## src/rtl/core/assert_macros.svh

```systemverilog
// Assertion macros for the core RTL.
// Depends on a clock named i_clk and an active-low reset named i_rst_n at the point of use.
`ifndef ASSERT_MACROS_SVH
`define ASSERT_MACROS_SVH

// Same-cycle implication, checked outside reset.
`define SSDF_ASSERT_IMP(lbl, ante, cons, msg) \
    lbl: assert property (@(posedge i_clk) disable iff (!i_rst_n) (ante) |-> (cons)) \
        else $error(msg);

// Next-cycle implication, checked outside reset.
`define SSDF_ASSERT_NXT(lbl, ante, cons, msg) \
    lbl: assert property (@(posedge i_clk) disable iff (!i_rst_n) (ante) |=> (cons)) \
        else $error(msg);

`endif

```

## src/rtl/core/ssdf_pkg.sv

```systemverilog
// Types, codes, constants and the glyph table of the seven-segment formatter.
// No dependencies.
package ssdf_pkg;

    localparam int unsigned DigitCount = 4;

    typedef logic [6:0] t_seg;

    typedef enum logic [1:0] {
        ACT_DECIMAL   = 2'd0,
        ACT_HEX       = 2'd1,
        ACT_TIME      = 2'd2,
        ACT_SET_DIGIT = 2'd3
    } t_action;

    localparam t_seg        SEG_BLANK     = 7'h00;
    localparam t_seg        SEG_E_LET     = 7'h79;
    localparam t_seg        SEG_R_LET     = 7'h50;
    localparam logic [15:0] DEC_MAX       = 16'd9999;
    localparam logic [7:0]  PAIR_MAX      = 8'd99;
    localparam logic [15:0] CODE_BLANK    = 16'h0010;
    localparam logic [3:0]  ERR_BAD_INDEX = 4'h1;
    localparam logic [2:0]  IDX_FIRST     = 3'd1;
    localparam logic [2:0]  IDX_LAST      = 3'd4;

    // Reciprocals for constant division of values below 10000 (and below 100).
    localparam logic [15:0] RECIP_TEN      = 16'd52429;  // >> 19
    localparam logic [12:0] RECIP_HUNDRED  = 13'd5243;   // >> 19
    localparam logic [13:0] RECIP_THOUSAND = 14'd8389;   // >> 23
    localparam logic [6:0]  RECIP_TEN_PAIR = 7'd103;     // >> 10

    function automatic t_seg glyph(input logic [3:0] code);
        t_seg seg;
        case (code)
            4'h0:    seg = 7'h3F;
            4'h1:    seg = 7'h06;
            4'h2:    seg = 7'h5B;
            4'h3:    seg = 7'h4F;
            4'h4:    seg = 7'h66;
            4'h5:    seg = 7'h6D;
            4'h6:    seg = 7'h7D;
            4'h7:    seg = 7'h07;
            4'h8:    seg = 7'h7F;
            4'h9:    seg = 7'h67;
            4'hA:    seg = 7'h77;
            4'hB:    seg = 7'h7C;
            4'hC:    seg = 7'h39;
            4'hD:    seg = 7'h5E;
            4'hE:    seg = 7'h79;
            4'hF:    seg = 7'h71;
            default: seg = SEG_BLANK;
        endcase
        return seg;
    endfunction

endpackage

```

## src/rtl/core/ssdf_if.sv

```systemverilog
// Valid/ready channels of the seven-segment formatter: command in, display out.
// Depends on ssdf_pkg for the segment type.
interface ssdf_cmd_if;
    logic        valid;
    logic        ready;
    logic [1:0]  action;
    logic [15:0] value;
    logic [7:0]  second_value;
    logic [2:0]  digit_index;

    modport source (output valid, output action, output value, output second_value,
                    output digit_index, input ready);
    modport sink   (input valid, input action, input value, input second_value,
                    input digit_index, output ready);
endinterface

interface ssdf_disp_if;
    logic           valid;
    logic           ready;
    ssdf_pkg::t_seg digit_one_segments;
    ssdf_pkg::t_seg digit_two_segments;
    ssdf_pkg::t_seg digit_three_segments;
    ssdf_pkg::t_seg digit_four_segments;
    logic           colon_lit;

    modport source (output valid, output digit_one_segments, output digit_two_segments,
                    output digit_three_segments, output digit_four_segments,
                    output colon_lit, input ready);
    modport sink   (input valid, input digit_one_segments, input digit_two_segments,
                    input digit_three_segments, input digit_four_segments,
                    input colon_lit, output ready);
endinterface

```

## src/rtl/core/seven_segment_display_formatter_core.sv

```systemverilog
// Four-digit seven-segment formatter core: command register, formatting logic, display register.
// Depends on ssdf_pkg, ssdf_if.sv and assert_macros.svh.
//
// Usage:
//   i_cmd carries one command per transfer: show a decimal number, a hex number, a time
//   (two pairs, colon on) or set one digit to a glyph. o_disp carries the whole display
//   (four segment patterns and the colon) once for every command, in command order.
//   Path: a command taken on i_cmd is held in the command register, then loaded into the
//   display register, which drives o_disp.
//   Throughput: one command per cycle while o_disp takes each display. The command register
//   and the display register form a two-stage pipe, and the formatting (constant-reciprocal
//   digit split, glyph table, range checks) sits combinationally between them.
//   The display register is also the display state, so it updates only when a command
//   moves out of the command register.
//   Reset: both stages empty, all digits blank, colon off.
//   Stall: while o_disp is held, the display stays put; one more command waits in the
//   command register, and i_cmd.ready drops until the display transfers.
module seven_segment_display_formatter_core (
    input  logic        i_clk,
    input  logic        i_rst_n,
    ssdf_cmd_if.sink    i_cmd,
    ssdf_disp_if.source o_disp
);
    import ssdf_pkg::*;

    logic        r_s1_valid;
    t_action     r_action;
    logic [15:0] r_value;
    logic [7:0]  r_second;
    logic [2:0]  r_index;

    logic        r_out_valid;
    t_seg        r_digits [DigitCount];
    logic        r_colon;
    t_seg        n_digits [DigitCount];
    logic        n_colon;

    logic        s1_go;
    logic        in_take;

    logic [13:0] dec_val;
    logic [29:0] prod_ten;
    logic [26:0] prod_hun;
    logic [27:0] prod_thou;
    logic [9:0]  q_ten;
    logic [6:0]  q_hun;
    logic [3:0]  q_thou;
    logic [13:0] rem_ones;
    logic [9:0]  rem_tens;
    logic [6:0]  rem_hun;
    logic        dec_bad;

    logic [6:0]  pair_a;
    logic [6:0]  pair_b;
    logic [13:0] prod_a;
    logic [13:0] prod_b;
    logic [3:0]  tens_a;
    logic [3:0]  tens_b;
    logic [6:0]  ones_a;
    logic [6:0]  ones_b;
    logic        pair_bad;

    logic        code_glyph;
    logic        code_blank;
    logic        idx_bad;
    logic [2:0]  idx_off;
    logic [1:0]  pos;

    assign s1_go       = r_s1_valid && (!r_out_valid || o_disp.ready);
    assign i_cmd.ready = !r_s1_valid || s1_go;
    assign in_take     = i_cmd.valid && i_cmd.ready;

    always_ff @(posedge i_clk) begin
        if (!i_rst_n) begin
            r_s1_valid  <= 1'b0;
            r_out_valid <= 1'b0;
            r_colon     <= 1'b0;
            for (int i = 0; i < DigitCount; i++) begin
                r_digits[i] <= SEG_BLANK;
            end
        end else begin
            if (i_cmd.ready) begin
                r_s1_valid <= i_cmd.valid;
            end
            if (s1_go) begin
                r_out_valid <= 1'b1;
                r_digits    <= n_digits;
                r_colon     <= n_colon;
            end else if (o_disp.ready) begin
                r_out_valid <= 1'b0;
            end
        end
    end

    always_ff @(posedge i_clk) begin
        if (in_take) begin
            r_action <= t_action'(i_cmd.action);
            r_value  <= i_cmd.value;
            r_second <= i_cmd.second_value;
            r_index  <= i_cmd.digit_index;
        end
    end

    // Decimal split: three parallel reciprocal multiplies, then subtract ten times the next quotient.
    assign dec_val   = r_value[13:0];
    assign prod_ten  = 30'(dec_val) * 30'(RECIP_TEN);
    assign prod_hun  = 27'(dec_val) * 27'(RECIP_HUNDRED);
    assign prod_thou = 28'(dec_val) * 28'(RECIP_THOUSAND);
    assign q_ten     = prod_ten[28:19];
    assign q_hun     = prod_hun[25:19];
    assign q_thou    = prod_thou[26:23];
    assign rem_ones  = dec_val - ({1'b0, q_ten, 3'b000} + {3'b000, q_ten, 1'b0});
    assign rem_tens  = q_ten - ({q_hun, 3'b000} + {2'b00, q_hun, 1'b0});
    assign rem_hun   = q_hun - ({q_thou, 3'b000} + {2'b00, q_thou, 1'b0});
    assign dec_bad   = r_value > DEC_MAX;

    assign pair_a   = r_value[6:0];
    assign pair_b   = r_second[6:0];
    assign prod_a   = 14'(pair_a) * 14'(RECIP_TEN_PAIR);
    assign prod_b   = 14'(pair_b) * 14'(RECIP_TEN_PAIR);
    assign tens_a   = prod_a[13:10];
    assign tens_b   = prod_b[13:10];
    assign ones_a   = pair_a - ({tens_a, 3'b000} + {2'b00, tens_a, 1'b0});
    assign ones_b   = pair_b - ({tens_b, 3'b000} + {2'b00, tens_b, 1'b0});
    assign pair_bad = (r_value > {8'h00, PAIR_MAX}) || (r_second > PAIR_MAX);

    assign code_glyph = r_value[15:4] == 12'h000;
    assign code_blank = r_value == CODE_BLANK;
    assign idx_bad    = (r_index < IDX_FIRST) || (r_index > IDX_LAST);
    assign idx_off    = r_index - IDX_FIRST;
    assign pos        = idx_off[1:0];

    always_comb begin
        n_digits = r_digits;
        n_colon  = r_colon;
        case (r_action)
            ACT_DECIMAL: begin
                if (dec_bad) begin
                    n_digits[0] = SEG_E_LET;
                    n_digits[1] = SEG_R_LET;
                    n_digits[2] = SEG_R_LET;
                    n_digits[3] = SEG_BLANK;
                end else begin
                    n_digits[0] = glyph(q_thou);
                    n_digits[1] = glyph(rem_hun[3:0]);
                    n_digits[2] = glyph(rem_tens[3:0]);
                    n_digits[3] = glyph(rem_ones[3:0]);
                end
            end
            ACT_HEX: begin
                n_digits[0] = glyph(r_value[15:12]);
                n_digits[1] = glyph(r_value[11:8]);
                n_digits[2] = glyph(r_value[7:4]);
                n_digits[3] = glyph(r_value[3:0]);
            end
            ACT_TIME: begin
                if (pair_bad) begin
                    n_digits[0] = SEG_E_LET;
                    n_digits[1] = SEG_R_LET;
                    n_digits[2] = SEG_R_LET;
                    n_digits[3] = SEG_BLANK;
                end else begin
                    n_digits[0] = glyph(tens_a);
                    n_digits[1] = glyph(ones_a[3:0]);
                    n_digits[2] = glyph(tens_b);
                    n_digits[3] = glyph(ones_b[3:0]);
                    n_colon     = 1'b1;
                end
            end
            ACT_SET_DIGIT: begin
                if (idx_bad) begin
                    n_digits[0] = SEG_E_LET;
                    n_digits[1] = SEG_R_LET;
                    n_digits[2] = SEG_R_LET;
                    n_digits[3] = glyph(ERR_BAD_INDEX);
                end else if (code_glyph) begin
                    n_digits[pos] = glyph(r_value[3:0]);
                end else if (code_blank) begin
                    n_digits[pos] = SEG_BLANK;
                end
            end
            default: begin
            end
        endcase
    end

    assign o_disp.valid                = r_out_valid;
    assign o_disp.digit_one_segments   = r_digits[0];
    assign o_disp.digit_two_segments   = r_digits[1];
    assign o_disp.digit_three_segments = r_digits[2];
    assign o_disp.digit_four_segments  = r_digits[3];
    assign o_disp.colon_lit            = r_colon;

`include "assert_macros.svh"

    `SSDF_ASSERT_NXT(a_colon_sticky, r_colon, r_colon, "colon turned off outside reset")
    `SSDF_ASSERT_IMP(a_no_overwrite, r_out_valid && !o_disp.ready, !s1_go, "display overwritten while held")
    `SSDF_ASSERT_NXT(a_err_one, s1_go && r_action == ACT_SET_DIGIT && idx_bad, r_digits[0] == SEG_E_LET && r_digits[3] == glyph(ERR_BAD_INDEX), "bad digit index not shown as Err1")

endmodule

```

## src/flat_wrapper.sv

```systemverilog
// flat-port wrapper written by rule: the top's interface ports become plain ports
module seven_segment_display_formatter_core_flat import ssdf_pkg::*;
  (i_clk, i_rst_n, i_cmd_valid, i_cmd_action, i_cmd_value, i_cmd_second_value, i_cmd_digit_index, i_cmd_ready, o_disp_valid, o_disp_digit_one_segments, o_disp_digit_two_segments, o_disp_digit_three_segments, o_disp_digit_four_segments, o_disp_colon_lit, o_disp_ready);
  ssdf_cmd_if i_cmd_i ();
  ssdf_disp_if o_disp_i ();
  input  logic i_clk;
  input  logic i_rst_n;
  input wire logic [$bits(i_cmd_i.valid)-1:0] i_cmd_valid;
  input wire logic [$bits(i_cmd_i.action)-1:0] i_cmd_action;
  input wire logic [$bits(i_cmd_i.value)-1:0] i_cmd_value;
  input wire logic [$bits(i_cmd_i.second_value)-1:0] i_cmd_second_value;
  input wire logic [$bits(i_cmd_i.digit_index)-1:0] i_cmd_digit_index;
  output wire logic [$bits(i_cmd_i.ready)-1:0] i_cmd_ready;
  output wire logic [$bits(o_disp_i.valid)-1:0] o_disp_valid;
  output wire logic [$bits(o_disp_i.digit_one_segments)-1:0] o_disp_digit_one_segments;
  output wire logic [$bits(o_disp_i.digit_two_segments)-1:0] o_disp_digit_two_segments;
  output wire logic [$bits(o_disp_i.digit_three_segments)-1:0] o_disp_digit_three_segments;
  output wire logic [$bits(o_disp_i.digit_four_segments)-1:0] o_disp_digit_four_segments;
  output wire logic [$bits(o_disp_i.colon_lit)-1:0] o_disp_colon_lit;
  input wire logic [$bits(o_disp_i.ready)-1:0] o_disp_ready;
  assign i_cmd_i.valid = i_cmd_valid;
  assign i_cmd_i.action = i_cmd_action;
  assign i_cmd_i.value = i_cmd_value;
  assign i_cmd_i.second_value = i_cmd_second_value;
  assign i_cmd_i.digit_index = i_cmd_digit_index;
  assign i_cmd_ready = i_cmd_i.ready;
  assign o_disp_valid = o_disp_i.valid;
  assign o_disp_digit_one_segments = o_disp_i.digit_one_segments;
  assign o_disp_digit_two_segments = o_disp_i.digit_two_segments;
  assign o_disp_digit_three_segments = o_disp_i.digit_three_segments;
  assign o_disp_digit_four_segments = o_disp_i.digit_four_segments;
  assign o_disp_colon_lit = o_disp_i.colon_lit;
  assign o_disp_i.ready = o_disp_ready;
  seven_segment_display_formatter_core u_core (.i_clk(i_clk), .i_rst_n(i_rst_n), .i_cmd(i_cmd_i), .o_disp(o_disp_i));
endmodule
```

## config.mk

```make
export PLATFORM = sky130hd
export DESIGN_NAME = seven_segment_display_formatter_core_flat
export DESIGN_NICKNAME = d
export VERILOG_FILES = /design/src/rtl/core/ssdf_pkg.sv /design/src/rtl/core/ssdf_if.sv /design/src/rtl/core/seven_segment_display_formatter_core.sv /design/src/flat_wrapper.sv
export VERILOG_INCLUDE_DIRS = /design/src /design/src/rtl/core
export SDC_FILE = /design/constraint.sdc
export NUM_CORES = 1
export LEC_CHECK = 0
export BUFFER_PORTS_ARGS = -buffer_cell sky130_fd_sc_hd__buf_2
export CAP_MARGIN = 20
export CORE_MARGIN = 1
export CORE_UTILIZATION = 40
export CTS_CLUSTER_SIZE = 8
export DETAILED_ROUTE_END_ITERATION = 16
export PLACE_DENSITY = 0.55
export SKIP_LAST_GASP = 1
export SYNTH_ARGS = -nofsm -noshare
export SYNTH_HDL_FRONTEND = slang
export SYNTH_SLANG_ARGS = --single-unit
```

## constraint.sdc

```tcl
create_clock -name i_clk -period 8.99 [get_ports i_clk]
set_input_delay 1.798 -clock i_clk [delete_from_list [all_inputs] [get_ports i_clk]]
set_output_delay 1.798 -clock i_clk [all_outputs]
set_load 0.05 [all_outputs]
```

==> qor.csv <==
metric,value,unit
Max Slew Vio Count,0,
"area leader, netlist",ha_1,
Syn Inst Count,1891,
Post-Synth Adder-Cell Area,47.0,%
area of the die,42700,um2
Max transition margin,31.8,%
"Arr. time, crit path",8.44,ns
CTS Sinks,88,
register area share after synthesis,12.3,%
CTS Buf Count,9,
clock transition at the registers of the reported paths,0.07,ns
average wire per standard cell,20.1,um
final setup violating endpoints,0,
depth of the most critical reg-to-reg path,26,
GP Congestion,0.949,
IO Port Bufs,63,
commonest cells in the netlist,"ha_1, inv_1, fa_1",
CTS Root Cell,clkbuf_16,
Mapped Area,16700,um2
post-CTS resize count,0,
Final HPWL DP,42.3,mm
syn_nets,2465,
Die H,207,um
FMAX,0.122,GHz
Async SR Flop Fraction,0,%
HP Start,u_core.o_disp.colon_lit,
hold worst-path end,u_core.o_disp.colon_lit,
R2R Setup Slk,0.78,ns
Yosys cell types,73,
status,completed,
largest net degree at the start of global routing,45,
minimum clock period,8.21,ns
RSZ-0062 raised after global routing,false,
Synth area leaders,"ha_1, fa_1, inv_1, dfxtp_1, edfxtp_1",
Synth Warn #,0,
antenna violations before repair,1,
fraction of the mapped netlist area in compound gates,15.8,%
Synth Area per Inst,8.85,um2
First-pass DRT Iterations,5,
crit path capture type,flop,
clk buf depth,2,
# IOs,64,
# Post-CTS Setup Buffers,0,
CTS tree,built,
vias per inst,5.47,
simple-gate share of the synthesized area,9.74,%
first-pass GRT wire length,77.6,mm
Initial Util,40.8,%
Slew @ Worst Pin,1.02,ns
row cnt,74,
H-tree levels,3,
worst skew pair latency,0.35,ns
Tcrit/Tclk final,91.3,%
largest family of logic cells by synthesized area,adder cells,
overall routed net length,50.1,mm
Final TNS setup,0,ns
GRT overflow,0,
CORE AREA,41000,um2
Residual DRC,0,
ANT nets after route,0,
HP Class,flop to flop,
prevailing post-synth register cell,dfxtp_1,
Synth Area in XOR/XNOR,4.30,%
"Design Area, Final",18100,um2
crit start category,flop,
Worst Hold Path Cells,2,
GRT Total Usage,24.1,%
hold buffers post-CTS,0,
Critical Path RT,9.22,ns
Synth top area share,29.5,%
Worst Path Max Fanout,12,
Final nets,2527,
vias in the first global route,13600,
multiplexer share of the synthesized area,1.41,%
Worst Skew,0.00971,ns
most frequent cell after synthesis,ha_1,
DR iter-0 viols,995,
area grow syn2layout,7.97,%
Final Hold Fails,0,
Antenna diodes,0,
max-cap viol count,0,
CP Class,flop to flop,
RR Startpoint,u_core.r_value[13],
"flops & latches, synth",88,
"EDFF count, synth",29,
Die Wd,207,um
Vias,13600,
Placed Area,17700,um2
share of cells above drive strength 1,6.28,%
R2R Path End,u_core.o_disp.digit_three_segments[0],
-- worst max-delay path: stages, from the launching register on --
cell and delay (ns):
edfxtp_1 0.77, inv_1 0.38, ha_1 0.48, xor2_1 0.34, xor2_1 0.23, fa_1 0.56, inv_1 0.06, fa_1 0.55
inv_1 0.06, fa_1 0.50, inv_1 0.05, fa_1 0.49, inv_1 0.04, ha_1 0.31, a21o_1 0.20, a21o_1 0.20
o311ai_4 0.31, xnor2_1 0.21, ha_1 0.22, xor2_1 0.18, xnor2_1 0.15, xnor2_1 0.15, xnor3_1 0.23, xnor3_1 0.73
xnor2_1 0.12, a2111oi_0 0.45, nor2_1 0.10
-- cell families (layout without fill, tap and decap cells) --
family,Yosys count,count (layout)
compound gates,407,407
xor+xnor,71,71
fa+ha+maj,541,541
buf+inv,419,486
flops,88,88
mux,22,22
simple gates,343,343
-- worst max-delay path by stage --
| stage | slack [ns] | to | from | depth (start not counted) |
|---|---|---|---|---|
| finish | 0.78 | u_core.o_disp.digit_three_segments[0] | u_core.r_value[13] | 26 |
| global placement | 0.78 | u_core.o_disp.digit_three_segments[0] | u_core.r_value[13] | 26 |
| CTS | 0.85 | u_core.o_disp.digit_three_segments[0] | u_core.r_value[13] | 26 |
| floorplan | 1.61 | u_core.o_disp.digit_three_segments[0] | u_core.r_value[3] | 28 |
| detailed placement | 0.91 | u_core.o_disp.digit_three_segments[0] | u_core.r_value[13] | 26 |
| global route | 0.21 | u_core.o_disp.digit_three_segments[0] | u_core.r_value[3] | 28 |
-- layout make-up --
cell class / count / area (um2)
Fill cell: 4076 / 23000
Multi-Input combinational cell: 1384 / 13100
Sequential cell: 88 / 2050
Inverter: 385 / 1450
Tap cell: 532 / 666
Timing Repair Buffer: 85 / 480
Clock buffer: 12 / 272
Clock inverter: 4 / 48.8
-- placed cells by master (no fill, tap or decap), drive strengths merged, types with 5 or more instances in the layout --
cell type	n
o211ai	11
fa	146
a211oi	17
a221o	10
a22o	8
a31oi	34
mux2i	18
ha	395
a221oi	17
nand2b	22
xnor2	39
nor2b	8
o221ai	9
xor2	26
a311oi	5
o311ai	11
nor3	18
dfxtp	59
edfxtp	29
nor2	100
nand3	35
clkbuf	12
a21o	24
nand2	100
or2	8
and2	12
and3	5
nand3b	10
xnor3	6
buf	85
o21ai	105
nand4	8
a21oi	110
o32a	5
inv	385
-- through the flow --
stage / cells / utilization (%) / hold WS, ns / worst slack, ns
after floorplan: 1891 / - / 0.470 / 1.61
after global placement: 2474 / 43.3 / 0.492 / 0.780
after detailed placement: 2474 / 43.3 / 0.503 / 0.905
after CTS: 2490 / 44.0 / 0.519 / 0.846
after global routing: 2490 / 44.0 / 0.540 / 0.213
final: 2490 / 44.0 / 0.511 / 0.782
-- metal layers --
layer / global-route usage [%] / wire, um
met5: 0 / 13
met4: 5.99 / 1090
met3: 4.01 / 3270
met2: 38.1 / 22300
met1: 34.0 / 23500
Power is left out: the tool's default activity adds up to more than one toggle a clock period on the data nets, which glitch-free logic cannot reach.
